--- src/sv/fisr_pkg.sv ---
// Shared constants and helpers for the reciprocal square root pipeline.
// Used by fisr_fmul, fisr_fadd and fast_inverse_square_root; depends on nothing.
`default_nettype none
package fisr_pkg;

  localparam logic [31:0] MAGIC        = 32'h5f3759df;
  localparam logic [31:0] ONE_HALF     = 32'h3F000000;
  localparam logic [31:0] THREE_HALVES = 32'h3FC00000;
  localparam logic [31:0] QNAN         = 32'h7FC00000;

  // register stages inside each arithmetic unit
  localparam int MUL_LAT   = 4;
  localparam int ADD_LAT   = 6;
  localparam int Y_DEPTH   = 3 * MUL_LAT + ADD_LAT;
  localparam int TOTAL_LAT = 4 * MUL_LAT + ADD_LAT;

  // leading zero count of a product, 48 when zero
  function automatic logic [5:0] lzc48(input logic [47:0] v);
    logic [5:0] n;
    logic       found;
    n = 6'd48;
    found = 1'b0;
    for (int i = 47; i >= 0; i--) begin
      if (!found && v[i]) begin
        n = 6'(47 - i);
        found = 1'b1;
      end
    end
    return n;
  endfunction

  // leading zero count of a sum, 28 when zero
  function automatic logic [4:0] lzc28(input logic [27:0] v);
    logic [4:0] n;
    logic       found;
    n = 5'd28;
    found = 1'b0;
    for (int i = 27; i >= 0; i--) begin
      if (!found && v[i]) begin
        n = 5'(27 - i);
        found = 1'b1;
      end
    end
    return n;
  endfunction

endpackage
`default_nettype wire

--- src/sv/fisr_fmul.sv ---
// Single-precision multiplier, round to nearest even, gradual underflow, four stages.
// Depends on fisr_pkg; advances all stages together on en.
`default_nettype none
module fisr_fmul (
  input  wire logic        clk,
  input  wire logic        en,
  input  wire logic [31:0] a,
  input  wire logic [31:0] b,
  output logic      [31:0] y
);

  // stage 1: unpack, classify, mantissa product
  logic        a_nan, b_nan, a_inf, b_inf, a_zero, b_zero;
  logic        sgn, nan, inf;
  logic [23:0] ma, mb;
  logic [7:0]  eae, ebe;
  logic [31:0] spec_val;

  always_comb begin
    a_nan  = (a[30:23] == 8'hFF) && (a[22:0] != 23'd0);
    b_nan  = (b[30:23] == 8'hFF) && (b[22:0] != 23'd0);
    a_inf  = (a[30:23] == 8'hFF) && (a[22:0] == 23'd0);
    b_inf  = (b[30:23] == 8'hFF) && (b[22:0] == 23'd0);
    a_zero = (a[30:0] == 31'd0);
    b_zero = (b[30:0] == 31'd0);
    sgn    = a[31] ^ b[31];
    nan    = a_nan | b_nan | (a_inf & b_zero) | (a_zero & b_inf);
    inf    = a_inf | b_inf;
    ma     = {a[30:23] != 8'd0, a[22:0]};
    mb     = {b[30:23] != 8'd0, b[22:0]};
    eae    = (a[30:23] == 8'd0) ? 8'd1 : a[30:23];
    ebe    = (b[30:23] == 8'd0) ? 8'd1 : b[30:23];
    if (nan) begin
      spec_val = fisr_pkg::QNAN;
    end else if (inf) begin
      spec_val = {sgn, 8'hFF, 23'd0};
    end else begin
      spec_val = {sgn, 31'd0};
    end
  end

  logic        s1_sign, s1_special;
  logic [31:0] s1_spec;
  logic [47:0] s1_prod;
  logic [8:0]  s1_esum;

  always_ff @(posedge clk) begin
    if (en) begin
      s1_sign    <= sgn;
      s1_special <= nan | inf | a_zero | b_zero;
      s1_spec    <= spec_val;
      s1_prod    <= ma * mb;
      s1_esum    <= {1'b0, eae} + {1'b0, ebe};
    end
  end

  // stage 2: leading zeros, exponent and shift plan
  logic [5:0]  lz;
  logic [10:0] texp;
  logic        normal, right;
  logic [6:0]  amt;

  always_comb begin
    lz     = fisr_pkg::lzc48(s1_prod);
    texp   = 11'(s1_esum) - 11'd126 - 11'(lz);
    normal = !texp[10] && (texp != 11'd0);
    right  = !normal && (s1_esum < 9'd127);
    if (normal) begin
      amt = 7'(lz);
    end else if (right) begin
      amt = 7'(9'd127 - s1_esum);
    end else begin
      amt = 7'(s1_esum - 9'd127);
    end
  end

  logic        s2_sign, s2_special, s2_normal, s2_right, s2_ovf;
  logic [31:0] s2_spec;
  logic [47:0] s2_prod;
  logic [7:0]  s2_exp;
  logic [6:0]  s2_amt;

  always_ff @(posedge clk) begin
    if (en) begin
      s2_sign    <= s1_sign;
      s2_special <= s1_special;
      s2_spec    <= s1_spec;
      s2_prod    <= s1_prod;
      s2_normal  <= normal;
      s2_right   <= right;
      s2_ovf     <= normal && (texp >= 11'd255);
      s2_exp     <= texp[7:0];
      s2_amt     <= amt;
    end
  end

  // stage 3: align into the rounding window
  logic [47:0] w;
  logic        lost;

  always_comb begin
    lost = 1'b0;
    if (s2_right) begin
      if (s2_amt >= 7'd48) begin
        w    = 48'd0;
        lost = |s2_prod;
      end else begin
        w    = s2_prod >> s2_amt;
        lost = |(s2_prod & ~({48{1'b1}} << s2_amt));
      end
    end else begin
      w = s2_prod << s2_amt;
    end
  end

  logic        s3_sign, s3_special, s3_ovf, s3_rnd, s3_stk;
  logic [31:0] s3_spec;
  logic [23:0] s3_mant;
  logic [7:0]  s3_exp;

  always_ff @(posedge clk) begin
    if (en) begin
      s3_sign    <= s2_sign;
      s3_special <= s2_special;
      s3_spec    <= s2_spec;
      s3_ovf     <= s2_ovf;
      s3_mant    <= w[47:24];
      s3_rnd     <= w[23];
      s3_stk     <= (|w[22:0]) | lost;
      s3_exp     <= s2_normal ? s2_exp : 8'd0;
    end
  end

  // stage 4: round to nearest even and pack; a mantissa carry bumps the exponent
  logic        inc;
  logic [30:0] rounded;

  always_comb begin
    inc     = s3_rnd & (s3_stk | s3_mant[0]);
    rounded = {s3_exp, s3_mant[22:0]} + 31'(inc);
  end

  always_ff @(posedge clk) begin
    if (en) begin
      if (s3_special) begin
        y <= s3_spec;
      end else if (s3_ovf) begin
        y <= {s3_sign, 8'hFF, 23'd0};
      end else begin
        y <= {s3_sign, rounded};
      end
    end
  end

endmodule
`default_nettype wire

--- config.mk ---
export PLATFORM = sky130hd
export DESIGN_NAME = fisr_fmul
export DESIGN_NICKNAME = d
export VERILOG_FILES = /design/src/sv/fisr_pkg.sv /design/src/sv/fisr_fmul.sv
export SDC_FILE = /design/constraint.sdc
export NUM_CORES = 2
export LEC_CHECK = 0
export BUFFER_PORTS_ARGS = -buffer_cell sky130_fd_sc_hd__buf_2
export CAP_MARGIN = 0
export CORE_MARGIN = 5
export CORE_UTILIZATION = 40
export CTS_CLUSTER_DIAMETER = 40
export DETAILED_ROUTE_END_ITERATION = 10
export PLACE_DENSITY = 0.66
export SYNTH_ARGS = -nofsm -noshare
export SYNTH_HDL_FRONTEND = slang
export SYNTH_SLANG_ARGS = --single-unit
--- constraint.sdc ---
create_clock -name clk -period 21.7 [get_ports clk]
set_clock_uncertainty 0.15 [all_clocks]
set_input_delay 1.085 -clock clk [delete_from_list [all_inputs] [get_ports clk]]
set_output_delay 1.085 -clock clk [all_outputs]
set_load 0.01 [all_outputs]
# Word-level counts from Yosys, hierarchy flattened
# Cells that the tools add are included.
[word_totals]
wordCells = 277
output_inout_bits = 32
input_bits = 66
ff_bits = 291
[classes]
n_addsub = 6
bitwise = 15
eq_ne = 2
shift = 3
reduce_logical = 117
muxes = 106
mul = 1
magnitude_cmp = 3
[ops]
columns = ["cell", "count"]
rows = [
  ["$mux W6", 49],
  ["$reduce_or A48 Y1", 2],
  ["$mux W47", 2],
  ["$logic_not A31 Y1", 2],
  ["$mux W31", 2],
  ["$logic_and A1 B1 Y1", 54],
  ["$logic_not A1 Y1", 49],
  ["$mux W1", 49],
  ["$and A48 B48 Y48", 1],
  ["$mul A24 B24 Y48", 1],
  ["$not A48 Y48", 1],
  ["$shl A48 B7 Y47", 1],
  ["$shl A48 B7 Y48 const A", 1],
  ["$shr A48 B7 Y47", 1],
  ["$logic_not A23 Y1", 2],
  ["$reduce_bool A23 Y1", 2],
  ["$mux W32", 1],
  ["$add A31 B1 Y31", 1],
  ["$reduce_or A23 Y1", 1],
  ["$eq A8 B8 Y1 const B", 2],
  ["$logic_not A8 Y1", 2],
  ["$mux W8", 2],
  ["$reduce_bool A8 Y1", 2],
  ["$ge A11 B8 Y1 const B", 1],
  ["other kinds (12)", 22],
]

# Longest topological paths before layout
[logic_depth]
depth_word = 149
mapped_depth = 25
mapped_depth_nobuf = 24

# Worst setup path after synthesis
# No wires, ideal clock.
[synth_timing]
path_kind = "input-to-reg"
start = "input b[12]"
end = "register s1_prod[46], data pin"
cell_stages = 22
path_slack_ps = 14020
required_ps = 21413
arrival_ps = 7393
n_path_buf = 2
setup_time_ps = 137
path_cell_list = "clkbuf_1 -> clkbuf_1 -> nand2_1 -> fa_1 -> inv_1 -> fa_1 -> inv_1 -> fa_1 -> fa_1 -> fa_1 -> fa_1 -> inv_1 -> fa_1 -> ha_1 -> nand3_1 -> or3_1 -> a211o_1 -> o21a_1 -> a211oi_4 -> a31oi_1 -> or4_1 -> nand4_1"
[synth_via]
elab_chain_cells = 1
[synth_lines]
columns = ["element", "line_no", "rtl"]
rows = [
  ["start: declaration", "fisr_fmul.sv:8", "input wire logic [31:0] b,"],
  ["$mul A24 B24 Y48", "fisr_fmul.sv:52", "s1_prod <= ma * mb;"],
  ["end signal: assignment", "fisr_fmul.sv:52", ""],
  ["end: declaration", "fisr_fmul.sv:44", "logic [47:0] s1_prod;"],
]
# No other way between the ends.
# A chain may end at the register's enable or synchronous reset.

# Worst setup path in the final report
[layout_timing]
start = "input a[30]"
end = "register s1_prod[46], data pin"
[layout_via]
elab_chain_cells = 2
[layout_lines]
columns = ["element", "line_no", "rtl"]
rows = [
  ["start: declaration", "fisr_fmul.sv:7", "input wire logic [31:0] a,"],
  ["$reduce_bool A8 Y1", "fisr_fmul.sv:29", "ma = {a[30:23] != 8'd0, a[22:0]};"],
  ["$mul A24 B24 Y48", "fisr_fmul.sv:52", ""],
]
# No other way between the ends.

==> impl_metrics.tcl <==
set metrics [dict create \
    whs_path_depth 0 \
    die-area_um2 88100 \
    wl_um 89500 \
    core_area_um2 81800 \
    place.gp.congestion 0.969 \
    dpl.cell_count 4433 \
    ys_types 89 \
    root_buffer "clkbuf_16" \
    diodes 0 \
    io_buffers 97 \
    worst_pin_slew_ns 0.971 \
    grt_overflow 0 \
    cts_num_sinks 204 \
    r2r_slack_ns 15.90 \
    crit_required_ns 21.96 \
    die_y_um 297 \
    synth_nets 4211 \
    grt_pass1_vias 25600 \
    cts_tree "done" \
    finalSetupViolations 0 \
    finalCritPeriodShare 0.359 \
    rr_startpoint "s1_prod[46]" \
    crit_arrival_ns 8.06 \
    yosys_warnings 0 \
    postCtsHoldBufs 0 \
    postSynth.topFlopCell "edfxtp_1" \
    crit_type "input pin to flip-flop" \
    cts_resized 0 \
    place_ws_ns 13.33 \
    rows 105 \
    syn_area_per_cell_um2 9.48 \
    rsz0062_at_grt "false" \
    path_clk_slew_ns 0.06 \
    finalHoldViolations 0 \
    fin_crit_ns 7.80 \
    cts_made_buffers 26 \
    dr.pass1.iters 6 \
    ys_ff_latch 204 \
    worstRegToRegCells 18 \
    netlist_area_um2 32900 \
    holdPathEnd "s2_spec[30]" \
    min_from "s1_spec[30]" \
    crit_path_end_kind "flip-flop" \
    io-pin-count 98 \
    yosysSeqAreaShare 0.186 \
    rr_endpoint "s2_amt[0]" \
    nets 4133 \
    die_width_um 297 \
    clk_latency_ns 0.54 \
    htree_levels 1 \
    post_cts_buffers 0 \
    grt_antenna_before_repair 1 \
    syn_inst 3469 \
    synthArstFlopShare 0 \
    layout_common_cells "inv_1, fa_1, nand2_1, and2_1, edfxtp_1" \
    fin_ws_ns 13.90 \
    final_common_cell "inv_1" \
    critical_path.startpoint_type "input pin" \
    fin_setup_tns_ns 0 \
    place.detailed.hpwl_um 67600 \
    drtIter0Drc 2346 \
    drtAntennaViolNets 0 \
    synth_edf_count 204 \
    areaGrowthSynthToFinish_pct 5.50 \
    min_path_type "flip-flop to flip-flop" \
    wl_per_cell_um 20.0 \
    drive_gt1_frac 0.0772 \
    grt_usage 0.199 \
    layout.cells.non_filler 4477 \
    drc_errors 0 \
    final_cell_area_um2 34700 \
    num_vias 25100 \
    grt_pass1_wl_um 144000 \
    outcome "finished clean" \
    vias_per_cell 5.61 \
    max-clock-path-buffers 3 \
    crit_fanout 26 \
    place_area_um2 33900 \
    relSlewSlack 0.346 \
    max_freq_mhz 128 \
    maxCapViolCount 0 \
    drv_slew 0 \
    initial_core_util 0.402 \
    grt_max_degree 137 \
]
==> through the flow <==
step                       util  hold WS [ns]
after detailed placement  0.414         0.255
after floorplan               -         0.250
after CTS                 0.424         0.267
after global placement    0.414         0.254
after global routing      0.424         0.274
final                     0.424         0.266
==> critical path, cell delays in order <==
cell and delay [ns]:
buf_2 0.12, nor4_1 0.27, nand2_1 0.08, buf_4 0.25, and2_1 0.25, fa_1 0.51
fa_1 0.52, fa_1 0.54, inv_1 0.05, fa_1 0.47, fa_1 0.50, fa_1 0.49
inv_1 0.05, fa_1 0.44, ha_1 0.36, nand3_1 0.15, or3_1 0.33, a211o_1 0.29
o21a_1 0.25, a211oi_4 0.34, a31oi_1 0.18, or4_1 0.42, nand4_1 0.09
==> routing by layer <==
| metal | up-vias | part of all wire | track usage |
|---|---|---|---|
| met5 | - | 0 | 0 |
| met4 | 0 | 0.032 | 0.0554 |
| met3 | 195 | 0.084 | 0.0343 |
| met2 | 1137 | 0.47 | 0.327 |
| met1 | 12600 | 0.42 | 0.275 |
| li1 | 11200 | - | - |
==> cell families (layout without fill, tap and decap cells) <==
kind of cell / after synthesis / in the layout / share of synthesized area
AO/OA/AOI/OAI: 445 / 445 / 0.0892
XOR/XNOR: 89 / 89 / 0.0237
adder cells (fa/ha/maj): 676 / 676 / 0.368
buffers and inverters: 760 / 698 / 0.0911
flip-flops: 204 / 204 / 0.186
multiplexers: 207 / 207 / 0.0839
AND/OR/NAND/NOR: 1088 / 1088 / 0.158
==> flip-flops by register name, summed over array words and instances (netlist names), 3 cells and up <==
signal,cells
s1_esum,9
s1_prod,48
s1_spec,3
s2_amt,7
s2_exp,8
s2_prod,48
s2_spec,3
s3_exp,8
s3_mant,23
s3_spec,3
y,32
==> worst max-delay path by stage <==
stage,startpoint,depth (start not counted),endpoint
3_3_place_gp,a[30],23,s1_prod[46]
3_5_place_dp,a[30],23,s1_prod[46]
4_1_cts,a[30],23,s1_prod[46]
2_1_floorplan,b[12],22,s1_prod[46]
6_report,a[30],23,s1_prod[46]
5_1_grt,a[30],23,s1_prod[46]
==> synthesized netlist by cell type (9+ instances only) <==
library cell | number | share of area
o21bai_1 | 17 | 0.0039
o31ai_1 | 9 | 0.0021
nor3_1 | 29 | 0.0044
o21ai_0 | 81 | 0.012
xor2_1 | 41 | 0.011
fa_1 | 484 | 0.29
or2_2 | 13 | 0.0025
buf_1 | 12 | 0.0014
buf_2 | 22 | 0.0033
nor4_1 | 42 | 0.0080
a21o_1 | 20 | 0.0046
nand3_1 | 38 | 0.0058
mux2_2 | 39 | 0.013
and2_1 | 215 | 0.041
nand2_1 | 480 | 0.055
or4_1 | 9 | 0.0021
nor2_1 | 157 | 0.018
and3_1 | 13 | 0.0025
a31oi_1 | 14 | 0.0027
ha_1 | 192 | 0.073
clkbuf_1 | 173 | 0.020
o21a_1 | 17 | 0.0039
xnor2_1 | 48 | 0.013
inv_1 | 535 | 0.061
mux4_2 | 42 | 0.029
edfxtp_1 | 204 | 0.19
o22ai_1 | 20 | 0.0038
nand2b_1 | 12 | 0.0023
a211oi_1 | 21 | 0.0048
nand4_1 | 22 | 0.0042
a21oi_1 | 134 | 0.020
mux2i_1 | 119 | 0.036
or3_1 | 17 | 0.0032
nor2b_1 | 11 | 0.0021
==> final cells by class <==
| cell class | instances | area, um2 |
|---|---|---|
| clock buffers | 30 | 666 |
| clock inverters | 14 | 129 |
| fillers | 7927 | 47100 |
| inverters | 537 | 2020 |
| multi-input cells | 2505 | 23800 |
| flip-flops and latches | 204 | 6130 |
| well taps | 1070 | 1340 |
| repair buffers | 117 | 657 |
Power is not shown: default switching activity piles up to over one toggle a cycle in this logic, so the estimate is an artifact.
