**config.mk**
```make
export PLATFORM = sky130hd
export DESIGN_NAME = fisr_fadd
export DESIGN_NICKNAME = d
export VERILOG_FILES = /design/src/sv/fisr_pkg.sv /design/src/sv/fisr_fadd.sv
export SDC_FILE = /design/constraint.sdc
export NUM_CORES = 1
export LEC_CHECK = 0
export BUFFER_PORTS_ARGS = -buffer_cell sky130_fd_sc_hd__buf_2
export CAP_MARGIN = 20
export CORE_ASPECT_RATIO = 0.8
export CORE_MARGIN = 1
export CORE_UTILIZATION = 53
export DETAILED_ROUTE_END_ITERATION = 8
export MAX_ROUTING_LAYER = met4
export PLACE_DENSITY = 0.67
export SETUP_SLACK_MARGIN = 0.2
export SYNTH_ARGS = -nofsm -noshare
export SYNTH_HDL_FRONTEND = slang
export SYNTH_SLANG_ARGS = --single-unit
```
**constraint.sdc**
```tcl
create_clock -name clk -period 5.3 [get_ports clk]
set_clock_uncertainty 0.05 [all_clocks]
set_input_delay 0.53 -clock clk [delete_from_list [all_inputs] [get_ports clk]]
set_output_delay 0.53 -clock clk [all_outputs]
set_load 0.05 [all_outputs]
```
**src/sv/fisr_pkg.sv**
```systemverilog
// Shared constants and helpers for the reciprocal square root pipeline.
// Used by fisr_fmul, fisr_fadd and fast_inverse_square_root; depends on nothing.
`default_nettype none
package fisr_pkg;

  localparam logic [31:0] MAGIC        = 32'h5f3759df;
  localparam logic [31:0] ONE_HALF     = 32'h3F000000;
  localparam logic [31:0] THREE_HALVES = 32'h3FC00000;
  localparam logic [31:0] QNAN         = 32'h7FC00000;

  // register stages inside each arithmetic unit
  localparam int MUL_LAT   = 4;
  localparam int ADD_LAT   = 6;
  localparam int Y_DEPTH   = 3 * MUL_LAT + ADD_LAT;
  localparam int TOTAL_LAT = 4 * MUL_LAT + ADD_LAT;

  // leading zero count of a product, 48 when zero
  function automatic logic [5:0] lzc48(input logic [47:0] v);
    logic [5:0] n;
    logic       found;
    n = 6'd48;
    found = 1'b0;
    for (int i = 47; i >= 0; i--) begin
      if (!found && v[i]) begin
        n = 6'(47 - i);
        found = 1'b1;
      end
    end
    return n;
  endfunction

  // leading zero count of a sum, 28 when zero
  function automatic logic [4:0] lzc28(input logic [27:0] v);
    logic [4:0] n;
    logic       found;
    n = 5'd28;
    found = 1'b0;
    for (int i = 27; i >= 0; i--) begin
      if (!found && v[i]) begin
        n = 5'(27 - i);
        found = 1'b1;
      end
    end
    return n;
  endfunction

endpackage
`default_nettype wire

```
**src/sv/fisr_fadd.sv**
```systemverilog
// Single-precision adder, round to nearest even, gradual underflow, six stages.
// Depends on fisr_pkg; advances all stages together on en.
`default_nettype none
module fisr_fadd (
  input  wire logic        clk,
  input  wire logic        en,
  input  wire logic [31:0] a,
  input  wire logic [31:0] b,
  output logic      [31:0] y
);

  // stage 1: classify, order by magnitude
  logic        a_nan, b_nan, a_inf, b_inf, nan, inf, swap;
  logic [31:0] big, sml, spec_val;
  logic [7:0]  ebig, esml;

  always_comb begin
    a_nan = (a[30:23] == 8'hFF) && (a[22:0] != 23'd0);
    b_nan = (b[30:23] == 8'hFF) && (b[22:0] != 23'd0);
    a_inf = (a[30:23] == 8'hFF) && (a[22:0] == 23'd0);
    b_inf = (b[30:23] == 8'hFF) && (b[22:0] == 23'd0);
    nan   = a_nan | b_nan | (a_inf & b_inf & (a[31] != b[31]));
    inf   = a_inf | b_inf;
    swap  = b[30:0] > a[30:0];
    big   = swap ? b : a;
    sml   = swap ? a : b;
    ebig  = (big[30:23] == 8'd0) ? 8'd1 : big[30:23];
    esml  = (sml[30:23] == 8'd0) ? 8'd1 : sml[30:23];
    if (nan) begin
      spec_val = fisr_pkg::QNAN;
    end else begin
      spec_val = {a_inf ? a[31] : b[31], 8'hFF, 23'd0};
    end
  end

  logic        s1_sign, s1_sub, s1_special;
  logic [31:0] s1_spec;
  logic [23:0] s1_mbig, s1_msml;
  logic [7:0]  s1_d, s1_ebig;

  always_ff @(posedge clk) begin
    if (en) begin
      s1_sign    <= big[31];
      s1_sub     <= a[31] ^ b[31];
      s1_special <= nan | inf;
      s1_spec    <= spec_val;
      s1_mbig    <= {big[30:23] != 8'd0, big[22:0]};
      s1_msml    <= {sml[30:23] != 8'd0, sml[22:0]};
      s1_d       <= ebig - esml;
      s1_ebig    <= ebig;
    end
  end

  // stage 2: align the smaller operand, keep a sticky bit
  logic [26:0] ext, al;

  always_comb begin
    ext = {s1_msml, 3'b000};
    if (s1_d >= 8'd27) begin
      al = {26'd0, |s1_msml};
    end else begin
      al = (ext >> s1_d) | 27'(|(ext & ~({27{1'b1}} << s1_d)));
    end
  end

  logic        s2_sign, s2_sub, s2_special;
  logic [31:0] s2_spec;
  logic [26:0] s2_mb, s2_ms;
  logic [7:0]  s2_ebig;

  always_ff @(posedge clk) begin
    if (en) begin
      s2_sign    <= s1_sign;
      s2_sub     <= s1_sub;
      s2_special <= s1_special;
      s2_spec    <= s1_spec;
      s2_mb      <= {s1_mbig, 3'b000};
      s2_ms      <= al;
      s2_ebig    <= s1_ebig;
    end
  end

  // stage 3: add or subtract magnitudes
  logic        s3_sign, s3_sub, s3_special;
  logic [31:0] s3_spec;
  logic [27:0] s3_sum;
  logic [7:0]  s3_ebig;

  always_ff @(posedge clk) begin
    if (en) begin
      s3_sign    <= s2_sign;
      s3_sub     <= s2_sub;
      s3_special <= s2_special;
      s3_spec    <= s2_spec;
      s3_sum     <= s2_sub ? ({1'b0, s2_mb} - {1'b0, s2_ms}) : ({1'b0, s2_mb} + {1'b0, s2_ms});
      s3_ebig    <= s2_ebig;
    end
  end

  // stage 4: leading zeros and exponent; exact zero is +0 unless both were -0
  logic [4:0] lz;
  logic [9:0] texp;
  logic       normal, zero;

  always_comb begin
    lz     = fisr_pkg::lzc28(s3_sum);
    texp   = 10'(s3_ebig) + 10'd1 - 10'(lz);
    normal = !texp[9] && (texp != 10'd0);
    zero   = (s3_sum == 28'd0);
  end

  logic        s4_sign, s4_special, s4_zero, s4_normal, s4_ovf;
  logic [31:0] s4_spec;
  logic [27:0] s4_sum;
  logic [7:0]  s4_exp;
  logic [4:0]  s4_amt;

  always_ff @(posedge clk) begin
    if (en) begin
      s4_sign    <= zero ? (!s3_sub && s3_sign) : s3_sign;
      s4_special <= s3_special;
      s4_spec    <= s3_spec;
      s4_zero    <= zero;
      s4_normal  <= normal;
      s4_ovf     <= normal && (texp >= 10'd255);
      s4_sum     <= s3_sum;
      s4_exp     <= texp[7:0];
      s4_amt     <= normal ? lz : s3_ebig[4:0];
    end
  end

  // stage 5: normalise
  logic [27:0] w;

  always_comb begin
    w = s4_sum << s4_amt;
  end

  logic        s5_sign, s5_special, s5_zero, s5_ovf, s5_rnd, s5_stk;
  logic [31:0] s5_spec;
  logic [23:0] s5_mant;
  logic [7:0]  s5_exp;

  always_ff @(posedge clk) begin
    if (en) begin
      s5_sign    <= s4_sign;
      s5_special <= s4_special;
      s5_spec    <= s4_spec;
      s5_zero    <= s4_zero;
      s5_ovf     <= s4_ovf;
      s5_mant    <= w[27:4];
      s5_rnd     <= w[3];
      s5_stk     <= |w[2:0];
      s5_exp     <= s4_normal ? s4_exp : 8'd0;
    end
  end

  // stage 6: round and pack
  logic        inc;
  logic [30:0] rounded;

  always_comb begin
    inc     = s5_rnd & (s5_stk | s5_mant[0]);
    rounded = {s5_exp, s5_mant[22:0]} + 31'(inc);
  end

  always_ff @(posedge clk) begin
    if (en) begin
      if (s5_special) begin
        y <= s5_spec;
      end else if (s5_zero) begin
        y <= {s5_sign, 31'd0};
      end else if (s5_ovf) begin
        y <= {s5_sign, 8'hFF, 23'd0};
      end else begin
        y <= {s5_sign, rounded};
      end
    end
  end

endmodule
`default_nettype wire

```
* After elaboration in Yosys (flattened, before gate mapping)
Index checks and enable logic that the tools add are counted.
Storage, ports and cells: input bits 66, output and inout port bits 32, register bits 443, logic and storage cells 213
Cells by class: reduce and logical (&&, ||, !) cells 76, muxes and demuxes 68, shifts and indexed selects 3, magnitude comparators 3, eq/ne operators 3, bitwise logic cells 12, add/subtract/negate cells 6
Operators with widths (count):
- $mux 5 | 29
- $mux 31 | 3
- $mux 32 | 2
- $logic_not 23->1 | 2
- $reduce_bool 23->1 | 2
- $logic_and 1x1->1 | 34
- $add 31x1->31 | 1
- $gt 31x31->1 | 1
- $mux 1 | 30
- $logic_not 1->1 | 29
- $add 27x27->28 | 1
- $logic_not 28->1 | 1
- $mux 28 | 1
- $shl 28x5->27 | 1
- $sub 27x27->28 | 1
- $and 27x27->27 | 1
- $not 27->27 | 1
- $or 27x1->27 | 1
- $reduce_or 27->1 | 1
- $shl 27x8->27 const A | 1
- $shr 27x8->27 | 1
- $reduce_or 24->1 | 1
- $mux 23 | 1
- $eq 8x8->1 const B | 2
- other kinds (14) | 23

* Longest topological paths before layout
depth after elaboration 86, mapped depth 21, gate-level depth less buffers 19

* Worst setup path before layout
Ideal clock, no wire load.
kind reg2reg, from register s3_sum[23], to register s4_amt[4], data pin, slack 0.737 ns, data required time 4.990 ns, arrival time 4.253 ns, buffers on the path 0, cell stages (with the launch flop) 17, library setup time 0.260 ns, cell sequence edfxtp_1 -> or4_1 -> nand2b_1 -> nor4_1 -> and3_1 -> inv_2 -> o221ai_1 -> ha_1 -> fa_1 -> a21o_1 -> a21oi_1 -> o21bai_1 -> a21oi_1 -> xor2_1 -> nor2_1 -> a31oi_2 -> mux2_2
On the way: longest elaborated chain between the ends 75, elaborated cells between the ends (all ways) 99
Ends and longest elaborated chain:
- start: declaration | RTL line fisr_fadd.sv:86 | logic [27:0] s3_sum;
- start signal: assignment | RTL line fisr_fadd.sv:95 | s3_sum <= s2_sub ? ({1'b0, s2_mb} - {1'b0, s2_ms}) : ({1'b0, s2_mb} + {1'b0, s2_ms});
- $logic_and 1x1->1 (*) | RTL line fisr_pkg.sv:39 | if (!found && v[i]) begin
- $mux 1 | RTL line fisr_pkg.sv:39
- $logic_not 1->1 | RTL line fisr_pkg.sv:39
- $logic_and 1x1->1 | RTL line fisr_pkg.sv:39
- $mux 1 | RTL line fisr_pkg.sv:39
- $logic_not 1->1 | RTL line fisr_pkg.sv:39
- $logic_and 1x1->1 | RTL line fisr_pkg.sv:39
- $mux 1 | RTL line fisr_pkg.sv:39
- [61 not listed]
- $logic_and 1x1->1 | RTL line fisr_pkg.sv:39
- $mux 5 (*) | RTL line fisr_pkg.sv:39
- $sub 9x5->10 (*) | RTL line fisr_fadd.sv:107 | texp = 10'(s3_ebig) + 10'd1 - 10'(lz);
- via texp[7] | RTL line fisr_fadd.sv:102 | logic [9:0] texp;
- $reduce_bool 10->1 (*) | RTL line fisr_fadd.sv:108 | normal = !texp[9] && (texp != 10'd0);
- $logic_and 1x1->1 (*) | RTL line fisr_fadd.sv:108
- via normal | RTL line fisr_fadd.sv:103 | logic normal, zero;
- $mux 5 (*) | RTL line fisr_fadd.sv:128 | s4_amt <= normal ? lz : s3_ebig[4:0];
- end signal: assignment | RTL line fisr_fadd.sv:128
- end: declaration | RTL line fisr_fadd.sv:116 | logic [4:0] s4_amt;
The timed path passes the listed nets; every way through them passes the cells marked *. A chain may end at the register's enable or synchronous reset.

* Worst setup path after layout
from register s3_sum[23], to register s4_amt[2], data pin
On the way: longest elaborated chain between the ends 75, elaborated cells between the ends (all ways) 99
Ends and longest elaborated chain (RTL line):
- $logic_and 1x1->1 (*) | fisr_pkg.sv:39
- $mux 1 | fisr_pkg.sv:39
- $logic_not 1->1 | fisr_pkg.sv:39
- $logic_and 1x1->1 | fisr_pkg.sv:39
- $mux 1 | fisr_pkg.sv:39
- $logic_not 1->1 | fisr_pkg.sv:39
- $logic_and 1x1->1 | fisr_pkg.sv:39
- $mux 1 | fisr_pkg.sv:39
- [60 not listed]
- $logic_not 1->1 | fisr_pkg.sv:39
- $logic_and 1x1->1 | fisr_pkg.sv:39
- $mux 5 (*) | fisr_pkg.sv:39
- $sub 9x5->10 (*) | fisr_fadd.sv:107
- $reduce_bool 10->1 or $logic_not 1->1 (tied branches) | fisr_fadd.sv:108
- $logic_and 1x1->1 (*) | fisr_fadd.sv:108
- via normal | fisr_fadd.sv:103
- $mux 5 (*) | fisr_fadd.sv:128
Marked as above.

==> flow_summary_export.csv <==
group,metric,value,unit
status,run_status,"completed",
synthesis,avgSynthCellArea,10.8,um^2
timing,layout_setup_ws,0.459,ns
floorplan,die_w,207,um
power_and_ir_drop,sequentialPowerShare,0.441,
synthesis,yosys-top-cells-count,"edfxtp_1, nor2_1, nand2_1, inv_1, a21oi_1",
power_and_ir_drop,p_per_area,352,nW/um^2
clock_network,post_cts_buffers,0,
layout,fin_nets,1896,
job,max_cap_violations,0,
critical_path,crit_chain,"or4_4 > nand2b_1 > nor4_4 > and3_4 > inv_2 > o221ai_2 > ha_1 > ha_1 > a21o_1 > a21oi_1 > o21bai_1 > a2111oi_1 > a211o_1 > xnor2_1 > a31oi_4 > buf_4 > mux2i_1",
synthesis,synth_top_area_frac,0.490,
power_and_ir_drop,switching_share,0.303,
layout,drive_gt1_frac,0.118,
global_route,grt_pass1_wl,65600,um
power_and_ir_drop,comb_power_share,0.241,
synthesis,synthDistinctLibCells,78,
timing,slew_headroom,0.289,
routing,drtIter0Drc,1024,
power_and_ir_drop,peakVddDrop,325,uV
power_and_ir_drop,p_leak,7.64,nW
synthesis,synthTopCellsByArea,"edfxtp_1, ha_1, mux2_1",
clock_network,clock_path_buffers,3,
layout,diodes,0,
routing,dr.pass1.iters,6,
floorplan,start_util,0.545,
place,numPortBuffers,97,
clock_network,clock-root-buffer,"clkbuf_16",
critical_path,rr_startpoint,"s3_sum[23]",
synthesis,ys_ff_latch,292,
global_route,antenna_found_initial,2,
routing,totalWireLength,42200,um
synthesis,ys.flop_type,"edfxtp_1",
timing,hold_viol_final,0,
synthesis,synth.most_common_cell,"edfxtp_1",
global_route,grt_start_max_net_pins,138,
clock_network,cts_num_sinks,292,
clock_network,cts_max_level,1,
synthesis,yosys_warnings,0,
place,dpl.hpwl,31500,um
critical_path,cp.arrival,5.09,ns
floorplan,row_count,59,
global_route,grt_pass1_vias,11900,
synthesis,seq_area_frac_synth,0.490,
timing,fmax,207,MHz
critical_path,crit_required,5.54,ns
floorplan,core_area,32900,um^2
synthesis,synth_edf_count,292,
critical_path,cpMostUsedCell,"ha_1",
synthesis,syn_nets,1829,
synthesis,synthArstFlopShare,0,
global_route,grt.total_usage,0.248,
routing,ant_nets,0,
synthesis,synth_cells,1657,
timing,finalSetupViolCount,0,
layout,fillCellCount,2730,
critical_path,cp_max_fo,4,
routing,drcViolationCount,0,
hold_path,hold_class,"in -> reg",
power_and_ir_drop,switchingPower,2.12,mW
critical_path,startpoint,"s3_sum[23]",
floorplan,die_h,166,um
timing,fin_hold_ws,0.254,ns
timing,rsz0062_at_grt,"false",
critical_path,crit_path_start_kind,"flop",
synthesis,synth_top_cell_by_area,"edfxtp_1",
routing,vias_per_cell,5.99,
hold_path,min_from,"a[7]",
routing,vias,13000,
routing,wl_per_cell,19.4,um
timing,finalMaxSlewViolations,0,
power_and_ir_drop,cellInternalPower,4.87,mW
critical_path,worst_path_largest_cell_delay,0.59,ns
clock_network,path_clk_slew,0.06,ns
power_and_ir_drop,p_clk_frac,0.319,
clock_network,cts_tree,"done",
clock_network,worstSkewPairLatency,0.56,ns
synthesis,netlist_area,17900,um^2
global_route,gr-total-overflow,0,
layout,area_delta_synth_final,10.8,%
layout,multi_input_area,8430,um^2
clock_network,cts_hold_buf,0,
clock_network,cts_made_buffers,30,
critical_path,critPathSlowestCell,"or4_4",
layout,regArea,8770,um^2
clock_network,cts_resized,3,
floorplan,io_pins,98,
critical_path,path_class,"reg -> reg",
place,place_worst_setup_slack,-0.0271,ns
place,finalWeightedCongestion,0.942,
floorplan,dieArea,34500,um^2
critical_path,critPathCaptureType,"flop",
timing,final.min_clock_period,4.84,ns
timing,tightest_slew,1.07,ns
timing,finalCritPeriodShare,0.913,
## final timing paths
check,end,slack [ns],cells past startpoint
hold / removal,s1_msml[7],0.25,2
setup / recovery,s4_amt[2],0.46,17
setup reg to reg,s4_amt[2],0.46,17
hold reg to reg,s2_mb[22],0.37,0
## routing by layer
metal	GRT usage	vias to the layer above	share of wire	wire length [um]
met1	0.367	6281	0.49	20500
met2	0.349	380	0.42	17800
met4	0.0571	0	0.022	920
li1	-	6301	-	-
met3	0.0471	61	0.069	2910
met5	-	-	0	0
## layout by cell type (no fill, tap or decap), types with 8 or more instances in the layout
cell type | Yosys | layout
mux2_2 | 10 | 10
buf_2 | 14 | 96
o21bai_1 | 9 | 9
o22ai_1 | 12 | 12
nor2_1 | 148 | 148
inv_1 | 115 | 115
xor2_1 | 28 | 27
nand3_1 | 32 | 32
clkbuf_16 | 0 | 31
edfxtp_1 | 292 | 292
xnor2_1 | 37 | 37
nand2b_1 | 19 | 19
o211ai_1 | 18 | 18
mux2i_1 | 56 | 56
nor4_1 | 29 | 28
nor3_1 | 28 | 28
mux2_1 | 66 | 66
nand2_1 | 116 | 116
a21oi_1 | 108 | 107
a211oi_1 | 28 | 28
and3_1 | 13 | 12
o21ai_0 | 58 | 58
ha_1 | 103 | 103
nor2b_1 | 19 | 19
o21a_1 | 10 | 10
o31ai_1 | 16 | 16
buf_4 | 0 | 14
and2_1 | 18 | 18
a21o_1 | 21 | 21
o21ai_1 | 30 | 28
mux4_2 | 16 | 16
or3_1 | 8 | 8
nand4_1 | 20 | 20
a31oi_1 | 10 | 10
## cells by family (layout without fill, tap and decap cells)
group,after synthesis,after routing,synth area share
flops,292,292,0.490
simple gates,473,473,0.127
mux,148,148,0.0993
compound gates,374,374,0.132
xor+xnor,65,65,0.0318
fa+ha+maj,109,109,0.0770
buf+inv,196,286,0.0429
## sequential cells by signal, indices dropped and copies added, names as in the netlist, 23 cells and up
| register | count |
|---|---|
| y | 32 |
| s3_sum | 28 |
| s2_ms | 27 |
| s4_sum | 27 |
| s1_mbig | 24 |
| s1_msml | 24 |
| s2_mb | 24 |
| s5_mant | 23 |
## cell type report
class                      count  share of cell area
timing repair buffer         112              0.0313
tap                          427              0.0269
clock inverter                20              0.0127
clock buffer                  35              0.0399
multi-input combinational   1169               0.425
sequential                   292               0.442
inverter                     119              0.0225
## power groups by stage
stage	registers (mW)	logic, mW	clock network (mW)
floorplan	3.07	1.19	0
global placement	3.11	1.63	0
detailed placement	3.12	1.64	0
CTS	3.08	1.65	2.28
global route	3.11	1.84	2.36
finish	3.08	1.68	2.23
## worst max-delay path: cells and delay by family (launching register included)
kind | cells | cell delay [ns]
AO/OA/AOI/OAI | 7 | 1.51
AND/OR/NAND/NOR | 4 | 1.32
adder cells (fa/ha/maj) | 2 | 0.64
flip-flops | 1 | 0.45
buffers and inverters | 2 | 0.25
XOR/XNOR | 1 | 0.20
multiplexers | 1 | 0.13
## stage by stage
step	instance area (um^2)	TNS (ns)	total power, mW	utilization	instances
3_5_place_dp	18700	-0.0271	4.76	0.571	2119
2_1_floorplan	17900	0	4.27	-	1657
4_1_cts	19800	0	7.01	0.603	2174
3_3_place_gp	18700	0	4.75	0.571	2119
5_1_grt	19800	0	7.30	0.604	2174
6_report	19800	0	6.98	0.604	2174
Note: power is estimated with default switching activity, not from simulation.
